[config.mk]
export PLATFORM = sky130hd
export DESIGN_NAME = chmd_queue
export DESIGN_NICKNAME = d
export VERILOG_FILES = /design/src/hw/rtl/chmd_pkg.sv /design/src/hw/rtl/chmd_queue.sv
export VERILOG_INCLUDE_DIRS = /design/src /design/src/hw/rtl
export SDC_FILE = /design/constraint.sdc
export NUM_CORES = 1
export LEC_CHECK = 0
export ABC_AREA = 1
export BUFFER_PORTS_ARGS = -buffer_cell sky130_fd_sc_hd__buf_2
export CORE_MARGIN = 1
export CORE_UTILIZATION = 40
export CTS_CLUSTER_SIZE = 25
export DETAILED_ROUTE_END_ITERATION = 8
export SLEW_MARGIN = 20
export SYNTH_ARGS = -nofsm -noshare
export SYNTH_HDL_FRONTEND = slang
export SYNTH_SLANG_ARGS = --single-unit
[constraint.sdc]
create_clock -name clk_i -period 4.5 [get_ports clk_i]
set_clock_uncertainty 0.1 [all_clocks]
set_input_delay 0.45 -clock clk_i [delete_from_list [all_inputs] [get_ports clk_i]]
set_output_delay 0.45 -clock clk_i [all_outputs]
set_load 0.02 [all_outputs]
[src/hw/rtl/assert_macros.svh]
// Assertion macros shared by the chorus RTL.
// Each macro expects clk_i and rst_ni to be visible where it is used.
`ifndef ASSERT_MACROS_SVH
`define ASSERT_MACROS_SVH

// Property that must hold at every clock edge out of reset.
`define CHMD_ASSERT(name, prop) \
  name: assert property (@(posedge clk_i) disable iff (!rst_ni) (prop)) \
    else $error("chorus assertion failed");

// Condition that must never be seen at a clock edge out of reset.
`define CHMD_ASSERT_NEVER(name, cond) \
  name: assert property (@(posedge clk_i) disable iff (!rst_ni) !(cond)) \
    else $error("chorus forbidden condition seen");

`endif

[src/hw/rtl/chmd_pkg.sv]
// Shared types and constants for the chorus modulated delay.
// No dependencies; used by every module of the block.
package chmd_pkg;

  localparam int SampleW  = 24;
  localparam int BaseW    = 12;
  localparam int RateW    = 16;
  localparam int PhaseW   = 16;
  localparam int DelayW   = 13;
  localparam int CfgIdxW  = 2;
  localparam int CfgDataW = 16;

  localparam logic [BaseW-1:0]  BaseRst = 12'd720;
  // Phase step that belongs to the reset rate of one.
  localparam logic [PhaseW-1:0] StepRst = 16'd1;

  // step = rate * 65536 / 48000 = rate * 512 / 375, done as a multiply by
  // ceil(2^34 / 375) and a shift; exact for every 16-bit rate.
  localparam logic [25:0] RateRecip = 26'd45812985;
  localparam int          RateShift = 25;

  typedef enum logic [CfgIdxW-1:0] {
    REG_ENABLE     = 2'd0,
    REG_BASE_DELAY = 2'd1,
    REG_LFO_RATE   = 2'd2
  } cfg_reg_e;

  typedef struct packed {
    logic              enable;
    logic [BaseW-1:0]  base_delay;
    logic [PhaseW-1:0] phase_step;
  } chmd_cfg_t;

  typedef struct packed {
    logic                      en;
    logic signed [SampleW-1:0] dry;
    logic signed [SampleW-1:0] wet;
  } chmd_item_t;

endpackage

[src/hw/rtl/chmd_queue.sv]
// Short queue of finished front-end items waiting for the mixer.
// Depends on chmd_pkg and assert_macros.svh.
module chmd_queue
  import chmd_pkg::*;
#(
  parameter int DEPTH = 16
) (
  input  logic       clk_i,
  input  logic       rst_ni,
  input  logic       push_i,
  input  chmd_item_t push_item_i,
  input  logic       pop_i,
  output logic       valid_o,
  output chmd_item_t item_o
);

  localparam int PtrW = $clog2(DEPTH);

  chmd_item_t      slot_q [DEPTH];
  logic [PtrW-1:0] wr_ptr_q, rd_ptr_q;
  logic [PtrW:0]   count_q;
  logic            full;

  assign full    = (count_q == (PtrW + 1)'(DEPTH));
  assign valid_o = (count_q != '0);
  assign item_o  = slot_q[rd_ptr_q];

  always_ff @(posedge clk_i) begin
    if (push_i) begin
      slot_q[wr_ptr_q] <= push_item_i;
    end
  end

  always_ff @(posedge clk_i or negedge rst_ni) begin
    if (!rst_ni) begin
      wr_ptr_q <= '0;
      rd_ptr_q <= '0;
      count_q  <= '0;
    end else begin
      if (push_i) begin
        wr_ptr_q <= wr_ptr_q + 1'b1;
      end
      if (pop_i) begin
        rd_ptr_q <= rd_ptr_q + 1'b1;
      end
      unique case ({push_i, pop_i})
        2'b10:   count_q <= count_q + 1'b1;
        2'b01:   count_q <= count_q - 1'b1;
        default: count_q <= count_q;
      endcase
    end
  end

  `include "assert_macros.svh"

  `CHMD_ASSERT_NEVER(a_no_overflow, push_i && full && !pop_i)
  `CHMD_ASSERT_NEVER(a_no_underflow, pop_i && !valid_o)

endmodule

==> run summary <==
Data on the critical path is required at its endpoint by 3.95 ns. Summing the areas of all and, or, nand and nor instances in the mapped netlist gives 13.3% of the synthesized area. By area, the combinational part of the netlist is dominated by simple AND/OR/NAND/NOR gates. In the final design database the tool counted 2704 nets. Global routing consumed, over all layers together, 19.1% of the routing resources. The longest clock path from root to sink contains 3 buffers. Routability-driven placement finished with a final weighted congestion of 0.738.

The type of the most critical hold path is in -> reg. TritonCTS built the clock tree. The register bit count reported by yosys was 797; the later-pin clock latency in the skew report was 0.62 ns. The post-layout utilization of the core was 46.0%; the setup slack of the critical path after layout was 0.800 ns.

The critical path class is reg -> out. In this run, placement finished with an instance count of 3604. Ranked by total cell area, the synthesized netlist is headed by edfxtp_1, nor2_1, nand3_1. The complex-gate fraction of the synthesized area is 7.34%, and the setup slack after placement is 1.47 ns. Detailed placement finished with a half-perimeter wire length of 36700 µm. Setup violations remaining at the end of the flow were counted as 0.

In the routed design, unresolved DRC markers number 0. The detailed-route via count was 19800. The wire length of the first global-routing pass came out at 118000 µm. The die outline area was 0.0816 mm²; the transition time at the pin with the least slew margin was 1.14 ns. The maximum vdd drop was 0.618 mV. In this run the worst path has a maximum fanout of 194.

The fraction of the mapped netlist area in adder cells works out to 0.350%. The areal power density over the cells was 666 mW/mm²; the final count of pins violating max slew was 0. The final critical path takes up 82.2% of the cycle.

The area growth from synthesis to final layout is 13.2%. The finished layout holds 3759 standard cells, fillers aside. After routing the design area is 0.0365 mm². The run gives 40.6% as the initial cell density of the core. For the maximum number of pins on one net before global-route repair, the log shows 205. For the final routed database, the setup TNS stands at 0 ns.

Global-route congestion overflow total: 0. The tools report the proportion of synthesized chip area in sequential cells as 74.1%. The number of maximum-capacitance constraint violations is 0.

The number of global-route vias before repair was 19500; the die width was 286 µm. The total count of hold-check failures in the final report is 0, and the vias per cell is 5.28. The fraction of post-synthesis cell area in the top cell type by area was 73.1%; the length of the first detailed-routing pass in iterations was 6. Sum of routed wire length over all layers: 78800 µm. Setup repair after global routing left no endpoint under its margin.

The first-iteration detailed-routing DRC count is 1689, and the H-tree depth is 3. For this design the static power due to leakage is 12.7 nW. Cells with a size suffix above 1 make up 10.0% of the layout. After clock tree synthesis, the clock-pin slew on the worst setup and hold paths is 0.06 ns. For this run, the top clock speed supported by timing is 270 MHz.

Of all cell types, the one taking the most synthesized area is edfxtp_1. The region available for standard cell placement spans 0.0793 mm². The average footprint of a synthesized cell is 12.5 µm². Leaving out fill and tap cells, the most frequent cell in the layout is edfxtp_1.

The sort of element at the end of the critical path is a primary output. The worst slew margin relative to its limit is 23.8%. The placed instances occupy a cell area of 0.0337 mm².

STA classifies the critical path startpoint as a flop. The library cells used most frequently in the layout, excluding fill and tap cells, are edfxtp_1, nor2_1, nand3_1, nand2_1, o21ai_0. The net count after synthesis came out at 2641.

The tree is rooted in a clkbuf_16. Clock tree synthesis found a total of 797 sinks. The wire length per cell after detailed routing was 21.0 µm; the number of I/O pins was 103. After synthesis the cells add up to 0.0322 mm². The remaining antenna violation count was 0; the total of buffers placed on input and output ports was 102. The floorplan has 103 rows. Yosys mapped the design onto 23 distinct sky130hd cell types. Yosys printed 0 warnings. The instance count of the mapped netlist was 2579. The run finished with clean final reports.

Summing the areas of all xor and xnor instances in the mapped netlist gives 0.218% of the synthesized area. The number of setup buffers added after CTS is 0, and the number of buffers added by the clock tree synthesis step is 84. The portion of netlist area occupied by mux cells is 0%, and the minimum period implied by the final worst setup slack is 3.70 ns. The number of antenna violations at the first check in global routing came out at 5. Data arrives at the worst endpoint at 3.15 ns. In this run the vertical extent of the chip is 286 µm.
==> final cells by class <==
class | instances | area [µm²]
fillers | 6946 | 42800
flip-flops and latches | 797 | 23900
multi-input cells | 1461 | 6950
clock buffers | 104 | 2240
inverters | 159 | 614
well taps | 1050 | 1310
clock inverters | 48 | 495
diodes | 1 | 2.50
repair buffers | 139 | 956
==> sequential cells by signal, summed over array words and instances, names as in the netlist <==
signal    count
count_q       5
wr_ptr_q      4
slot_q      784
rd_ptr_q      4
==> path summary, 6_finish.rpt <==
kind	startpoint	endpoint	slack (ns)	depth (start not counted)
setup / recovery	rd_ptr_q[0]	item_o[18]	0.80	8
hold / removal	pop_i	rd_ptr_q[0]	0.05	2
setup reg to reg	wr_ptr_q[0]	slot_q[2][12]	1.79	5
hold reg to reg	count_q[3]	count_q[3]	0.42	2
max in group asynchronous	rst_ni	rd_ptr_q[2]	3.87	2
min in group asynchronous	rst_ni	count_q[1]	0.15	2
==> metal layers <==
layer	part of all wire (%)	vias to the layer above	global-route usage (%)
met5	0.070	-	0
met4	1.7	8	4.85
met3	6.3	112	3.20
met2	49	586	32.1
met1	43	9844	25.9
li1	-	9298	-
==> timing repair <==
| item | in CTS | in global routing |
|---|---|---|
| endpoints found under the hold margin | 14 | 0 |
| resized for setup | 0 | 0 |
| hold buffers | 2 | 0 |
==> kinds of logic after synthesis <==
kind of cell / after synthesis
adders and majority gates: 9
AOI/OAI and AO/OA: 404
xor gates and xnor gates: 8
and+or+nand+nor: 1040
DFF: 797
buffers and inverters: 321
==> where the power goes <==
| group | switching (mW) | internal, mW |
|---|---|---|
| clock network | 2.76 | 4.15 |
| registers | 0.324 | 8.95 |
| logic | 5.81 | 2.32 |
==> synth_stat cells <==
cell type,n
a21oi_1,7
buf_1,21
buf_2,57
buf_4,18
buf_6,19
buf_8,1
clkbuf_1,46
dfrtp_1,13
edfxtp_1,784
ha_1,9
inv_1,156
inv_2,3
nand2_1,215
nand3_1,300
nand3b_1,1
nand4_1,2
nor2_1,522
o211ai_1,135
o21ai_0,192
o21ai_1,69
o21bai_1,1
xnor2_1,1
xor2_1,7
==> critical path, cell delays in order, from the launching register on <==
cell     delay (ns)
dfrtp_4        0.80
buf_12         0.54
nor2_1         0.12
nor2_1         0.11
o21ai_0        0.09
nand3_1        0.10
nand3_1        0.09
nand2_1        0.20
buf_2          0.21
==> through the flow <==
step                hold WS (ns)  power (mW)
finish                    0.0522        24.3
detailed placement         0.273        17.6
global route              0.0433        25.6
global placement           0.269        17.5
floorplan                 0.0544        15.1
CTS                       0.0184        24.5
(Power assumes the default switching activity.)
