**src/hw/rtl/assert_macros.svh**
```systemverilog
// Assertion macros shared by the chorus RTL.
// Each macro expects clk_i and rst_ni to be visible where it is used.
`ifndef ASSERT_MACROS_SVH
`define ASSERT_MACROS_SVH

// Property that must hold at every clock edge out of reset.
`define CHMD_ASSERT(name, prop) \
  name: assert property (@(posedge clk_i) disable iff (!rst_ni) (prop)) \
    else $error("chorus assertion failed");

// Condition that must never be seen at a clock edge out of reset.
`define CHMD_ASSERT_NEVER(name, cond) \
  name: assert property (@(posedge clk_i) disable iff (!rst_ni) !(cond)) \
    else $error("chorus forbidden condition seen");

`endif

```
**src/hw/rtl/chmd_pkg.sv**
```systemverilog
// Shared types and constants for the chorus modulated delay.
// No dependencies; used by every module of the block.
package chmd_pkg;

  localparam int SampleW  = 24;
  localparam int BaseW    = 12;
  localparam int RateW    = 16;
  localparam int PhaseW   = 16;
  localparam int DelayW   = 13;
  localparam int CfgIdxW  = 2;
  localparam int CfgDataW = 16;

  localparam logic [BaseW-1:0]  BaseRst = 12'd720;
  // Phase step that belongs to the reset rate of one.
  localparam logic [PhaseW-1:0] StepRst = 16'd1;

  // step = rate * 65536 / 48000 = rate * 512 / 375, done as a multiply by
  // ceil(2^34 / 375) and a shift; exact for every 16-bit rate.
  localparam logic [25:0] RateRecip = 26'd45812985;
  localparam int          RateShift = 25;

  typedef enum logic [CfgIdxW-1:0] {
    REG_ENABLE     = 2'd0,
    REG_BASE_DELAY = 2'd1,
    REG_LFO_RATE   = 2'd2
  } cfg_reg_e;

  typedef struct packed {
    logic              enable;
    logic [BaseW-1:0]  base_delay;
    logic [PhaseW-1:0] phase_step;
  } chmd_cfg_t;

  typedef struct packed {
    logic                      en;
    logic signed [SampleW-1:0] dry;
    logic signed [SampleW-1:0] wet;
  } chmd_item_t;

endpackage

```
**src/hw/rtl/chmd_back.sv**
```systemverilog
// Back end: mixes dry and delayed halves, or passes dry when disabled; holds the result for output.
// Depends on chmd_pkg.
module chmd_back
  import chmd_pkg::*;
(
  input  logic                      clk_i,
  input  logic                      rst_ni,
  input  logic                      q_valid_i,
  input  chmd_item_t                q_item_i,
  output logic                      q_pop_o,
  output logic                      out_valid_o,
  input  logic                      out_ready_i,
  output logic signed [SampleW-1:0] out_sample_o
);

  logic                      out_valid_q;
  logic signed [SampleW-1:0] out_sample_q, out_sample_d;

  assign q_pop_o = q_valid_i & (!out_valid_q | out_ready_i);

  // Halves are floored, so their sum always fits the sample width.
  always_comb begin
    if (q_item_i.en) begin
      out_sample_d = (q_item_i.dry >>> 1) + (q_item_i.wet >>> 1);
    end else begin
      out_sample_d = q_item_i.dry;
    end
  end

  always_ff @(posedge clk_i or negedge rst_ni) begin
    if (!rst_ni) begin
      out_valid_q <= 1'b0;
    end else if (q_pop_o) begin
      out_valid_q <= 1'b1;
    end else if (out_ready_i) begin
      out_valid_q <= 1'b0;
    end
  end

  always_ff @(posedge clk_i) begin
    if (q_pop_o) begin
      out_sample_q <= out_sample_d;
    end
  end

  assign out_valid_o  = out_valid_q;
  assign out_sample_o = out_sample_q;

endmodule

```
**config.mk**
```make
export PLATFORM = sky130hd
export DESIGN_NAME = chmd_back
export DESIGN_NICKNAME = d
export VERILOG_FILES = /design/src/hw/rtl/assert_macros.svh /design/src/hw/rtl/chmd_pkg.sv /design/src/hw/rtl/chmd_back.sv
export SDC_FILE = /design/constraint.sdc
export NUM_CORES = 1
export LEC_CHECK = 0
export BUFFER_PORTS_ARGS = -buffer_cell sky130_fd_sc_hd__buf_2
export CAP_MARGIN = 20
export CORE_MARGIN = 10
export CORE_UTILIZATION = 46
export CTS_CLUSTER_DIAMETER = 80
export DETAILED_ROUTE_END_ITERATION = 8
export PLACE_DENSITY = 0.77
export SLEW_MARGIN = 30
export SYNTH_ARGS = -nofsm -noshare
export SYNTH_HDL_FRONTEND = slang
export SYNTH_SLANG_ARGS = --single-unit
```
**constraint.sdc**
```tcl
create_clock -name clk_i -period 1.4 [get_ports clk_i]
set_input_delay 0.07 -clock clk_i [delete_from_list [all_inputs] [get_ports clk_i]]
set_output_delay 0.07 -clock clk_i [all_outputs]
set_load 0.01 [all_outputs]
```
==> reports/metrics.cfg, run 1 <==
[status]
status=finished, violations left
violations=setup timing

[placement]
gp_congestion=0.942
placed_area_sq_um=3530
dp_hpwl_mm=6.35
portBuffers=77

[setup_path]
rr_endpoint=out_sample_o[16]
cp_slowest_cell=fa_2
worst-path-buf-inv=2
r2r_cells=4
crit_cells=10
cp_top_family=adder cells
reg2reg_from=out_valid_o
crit_fanout=4
reg2reg_slack_ns=0.14
cp-end-kind=flip-flop
slowest_delay_ns=0.33
path_class=input port to flip-flop
start_kind=input port
required_ns=1.45
crit_chain=buf_8, ha_4, inv_2, fa_2, nand2b_4, a21o_4, a21oi_2, nand3b_1, xor2_1, mux2_2
cp.arrival_ns=1.75

[job]
drv_cap=0

[synthesis]
yosys_register_bits=25
seq_area_frac_synth=0.314
synth_cell_types=51
yosys_warnings=0
synth_cells=257
synth_enable_flop_cells=24
synth_top_area_share=0.304
synth_common_cells=26 x a21oi_1, 24 x edfxtp_1, 23 x ha_1, 23 x nand2_1, 17 x o21ai_0
synth.net_count=334
syn_area_sq_um=2370
synthArstFlopShare=0.0400
syn_area_per_cell_sq_um=9.23
ys.flop_type=edfxtp_1
yosys-top-cells-area=edfxtp_1 30%, ha_1 12%, mux2_2 7.1%
synth_most_common_cell=a21oi_1
yosysTopAreaCell=edfxtp_1

[detailed_routing]
drc=0
drtAntennaViolNets=0
first_pass_iters=4
avgViaCountPerCell=5.61
drt_iter0_drc=190
vias=2760
wirelength_mm=9.11
detail_route.wl_per_cell_um=18.5

[power_and_ir_drop]
ir_worst_vdd_uv=493
p_per_area_nw_per_um2=731
report.power.total_w=0.00307
p_leak_nw=1.79

[timing]
setup_violations=19
grt_setup_unrepaired=yes
timing.final.ws_setup_ns=-0.296
fin_crit_sh=1.21
hold_viol_final=0
fmax_ghz=0.589
slew_violations=0
slew_headroom=0.784
worstMarginPinSlew_ns=0.322
skew_ns=0.00811
period_needed_ns=1.70

[cells_and_area]
areaGrowthSynthToFinish_pct=77.3
nFillCells=298
finish.utilization=0.834
drive_gt1_frac=0.618
final_area_sq_um=4210
nNetsFinal=500
num_antenna_cells=0

[grt]
grt_max_degree=26
grt_pass1_wl_mm=14.1
first_global_vias=2919
grt_remaining_overflow=0
antenna_found_initial=0
grtUsageTotal=0.199

[floorplanning]
start_util=0.470
num_io_pins=79
rows=26
coreArea_sq_um=5040
die_h_um=91.8
die_w_um=91.8
die-area_sq_um=8430

[cts]
cts.path.max_buffers=2
root_buffer=clkbuf_8
cts.clk_slew.worst_paths_ns=0.11
htree_levels=1
clock-sinks=25
clock_latency_ns=0.29
cts_buffers=3
tritoncts=built

[worst_hold_path]
min-delay-path-class=input port to asynchronous set/reset pin

[what timing repair did]
action                                 in CTS  in global routing
setup endpoints to repair                  19                 20
gates resized for setup                    71                 22
gates cloned                                0                  1
endpoints found under the hold margin       2                  0
pin swaps                                  28                 14
hold buffers                                2                  0
setup buffers                              13                  6
[metrics by stage]
stage	TNS, ns	cells	hold slack, ns	setup WS [ns]
3_3_place_gp	-10.02	467	-0.155	-0.711
5_1_grt	-4.92	492	0.0671	-0.375
3_5_place_dp	-10.68	467	-0.153	-0.745
6_report	-3.69	492	0.0556	-0.296
2_1_floorplan	-4.57	257	-0.226	-0.421
4_1_cts	-2.97	486	0.0499	-0.279
[power by group]
part | total [W] | switching, W | internal (W)
Sequential | 0.000929 | 0.0000147 | 0.000914
Combinational | 0.00166 | 0.000783 | 0.000879
Clock | 0.000484 | 0.000279 | 0.000205
[metal layers]
| metal | track usage | vias up | routed length, um |
|---|---|---|---|
| met4 | 0.0578 | 0 | 190 |
| met5 | 0 | - | 0 |
| met3 | 0.0359 | 25 | 522 |
| met2 | 0.384 | 114 | 4830 |
| li1 | - | 1314 | - |
| met1 | 0.214 | 1307 | 3570 |
[cell usage in the layout (no fill, tap or decap), types with 3 or more instances in the layout]
master    instances
a211oi_2          4
a21oi_1          11
a21oi_2          12
a21oi_4           3
buf_2            64
buf_4            85
buf_6            14
buf_8             3
clkbuf_8          3
edfxtp_1         24
ha_1              7
ha_4             16
inv_1             9
mux2_2            9
mux2_4            6
nand2_1          18
nand2_2           3
nand2b_1          3
nand3_1           9
nand4_1           3
nor2_1           13
nor3_1            4
o211ai_1          4
o21ai_0           8
o21ai_1           5
o21ai_2           3
xnor2_1           8
xor2_1            6
[how the worst max path moves through the flow]
stage,endpoint,start
after floorplan,out_sample_o[21],q_item_i[42]
after global placement,out_sample_o[21],q_item_i[2]
after detailed placement,out_sample_o[21],q_item_i[2]
after CTS,out_sample_o[12],q_item_i[25]
after global routing,out_sample_o[12],q_item_i[25]
final,out_sample_o[12],q_item_i[25]
[final cells by class]
class,instances,area [sq um],area share
clock buffers,4,45.0,0.0107
multi-input cells,212,2040,0.486
inverters,10,37.5,0.00893
repair buffers,171,1250,0.296
flip-flops and latches,25,746,0.177
well taps,70,87.6,0.0208
[flip-flops by register name, summed over array words and instances (netlist names)]
name	flops
out_valid_o	1
out_sample_o	24
[cells by family (layout without fill, tap and decap cells)]
logic type	after synthesis	in the layout	share of synthesized area
adders and majority gates	24	24	0.130
AOI/OAI and AO/OA	82	82	0.226
muxes	15	15	0.0712
DFF	25	25	0.314
buffers and inverters	20	185	0.0454
xor gates and xnor gates	14	14	0.0517
and+or+nand+nor	77	77	0.161
No activity file was read; power rests on OpenSTA's default activity.
==> inputs of run 2 (changes only) <==
--- a/config.mk
+++ b/config.mk
@@ -7,6 +7,7 @@
 export LEC_CHECK = 0
 export BUFFER_PORTS_ARGS = -buffer_cell sky130_fd_sc_hd__buf_2
 export CAP_MARGIN = 20
+export CORE_ASPECT_RATIO = 1.25
 export CORE_MARGIN = 10
 export CORE_UTILIZATION = 46
 export CTS_CLUSTER_DIAMETER = 80
==> reports/metrics.cfg, run 2 (synthesized netlist as in run 1, its figures left out) <==
[timing]
fmax_ghz=0.587
fin_tns_setup_ns=-3.20
grt_setup_unrepaired=yes
skew_ns=0.00549
fin_crit_sh=1.22
timing.final.ws_setup_ns=-0.305
hold_viol_final=0
slew_violations=0
period_needed_ns=1.70
worstMarginPinSlew_ns=0.357
slew_headroom=0.761
setup_violations=19

[power_and_ir_drop]
p_per_area_nw_per_um2=739
p_leak_nw=1.74
ir_worst_vdd_uv=588

[grt]
grtUsageMet2=0.363
grt_max_degree=26
grt_remaining_overflow=0
use_met1=0.198
use_met3=0.0340
grt_pass1_wl_mm=13.5
busiest_layer=met2
first_global_vias=2822
antenna_found_initial=0
grtUsageTotal=0.191

[cells_and_area]
nFillCells=301
areaGrowthSynthToFinish_pct=72.9
layout_common_cells=76 x buf_4, 64 x buf_2, 24 x edfxtp_1
final-instance-count-excl-fill=472
largest_reg_flops=24
nNetsFinal=488
drive_gt1_frac=0.607
final_area_sq_um=4100
num_antenna_cells=0
final_common_cell=buf_4

[setup_path]
cp_top_family=adder cells
start_kind=input port
reg2reg_from=out_valid_o
reg2reg_slack_ns=0.26
cp-end-kind=flip-flop
path_class=input port to flip-flop
crit_fanout=4
slowest_delay_ns=0.34
required_ns=1.45
cp_slowest_cell=fa_2
worst-path-buf-inv=2
crit_chain=buf_8, ha_4, inv_2, fa_2, nand2b_4, a21o_4, a21oi_2, nand3b_1, xor2_1, mux2_4
cp.arrival_ns=1.76
r2r_cells=3
rr_endpoint=out_sample_o[20]

[cts]
root_buffer=clkbuf_8
cts.clk_slew.worst_paths_ns=0.11
cts_buffers=3
clock_latency_ns=0.29
clock-sinks=25
htree_levels=1
tritoncts=built
cts.path.max_buffers=2

[floorplanning]
die-area_sq_um=8450
die_w_um=84.2
coreArea_sq_um=5040
num_io_pins=79
rows=29
die_h_um=100
start_util=0.470

[detailed_routing]
avgViaCountPerCell=5.65
drtAntennaViolNets=0
detail_route.wl_per_cell_um=19.2
drt_iter0_drc=139
drc=0
vias=2667
first_pass_iters=4
wirelength_mm=9.04

[placement]
gp_congestion=0.943
portBuffers=77
placed_cells=458
dp_hpwl_mm=6.31
placed_area_sq_um=3500
place_ws_ns=-0.674

[worst_hold_path]
min-delay-path-class=input port to asynchronous set/reset pin

[job]
drv_cap=0

[status]
violations=setup timing
status=finished, violations left

-- run 2: what timing repair did --
action	CTS	global route
cloned	0	1
hold buffers	2	0
buffers inserted	6	3
pin swaps	18	12
hold endpoints to repair	2	0
setup endpoints to repair	19	20
resized for setup	66	31
-- run 2: metrics by stage --
stage               utilization  power (W)  hold slack [ns]
floorplan                     -    0.00168           -0.226
CTS                       0.777    0.00287           0.0583
global route              0.813    0.00318           0.0865
finish                    0.813    0.00303           0.0730
detailed placement        0.694    0.00223           -0.152
global placement          0.694    0.00219           -0.155
-- run 2: report_power, final --
group / internal, W / total, W / switching [W]
clock network: 0.000205 / 0.000486 / 0.000281
logic: 0.000848 / 0.00162 / 0.000767
registers: 0.000915 / 0.000931 / 0.0000165
total: 0.00197 / 0.00303 / 0.00106
-- run 2: how the worst max path moves through the flow --
stage	startpoint	endpoint	slack, ns	depth (start not counted)
3_3_place_gp	q_item_i[2]	out_sample_o[21]	-0.63	8
4_1_cts	q_item_i[25]	out_sample_o[12]	-0.28	10
3_5_place_dp	q_item_i[2]	out_sample_o[21]	-0.67	8
2_1_floorplan	q_item_i[42]	out_sample_o[21]	-0.42	8
6_report	q_item_i[25]	out_sample_o[12]	-0.30	10
5_1_grt	q_item_i[25]	out_sample_o[12]	-0.34	10
-- run 2: layout make-up --
class / instances / area (sq um) / area share
clock buffer: 4 / 45.0 / 0.0110
inverter: 10 / 37.5 / 0.00915
multi-input combinational: 212 / 2060 / 0.502
sequential: 25 / 746 / 0.182
tap: 62 / 77.6 / 0.0189
timing repair buffer: 159 / 1140 / 0.277
-- run 2: routing by layer --
| layer | share of wire | routed length [um] |
|---|---|---|
| met5 | 0 | 0 |
| met4 | 0.033 | 294 |
| met3 | 0.048 | 434 |
| met2 | 0.54 | 4920 |
| met1 | 0.38 | 3400 |
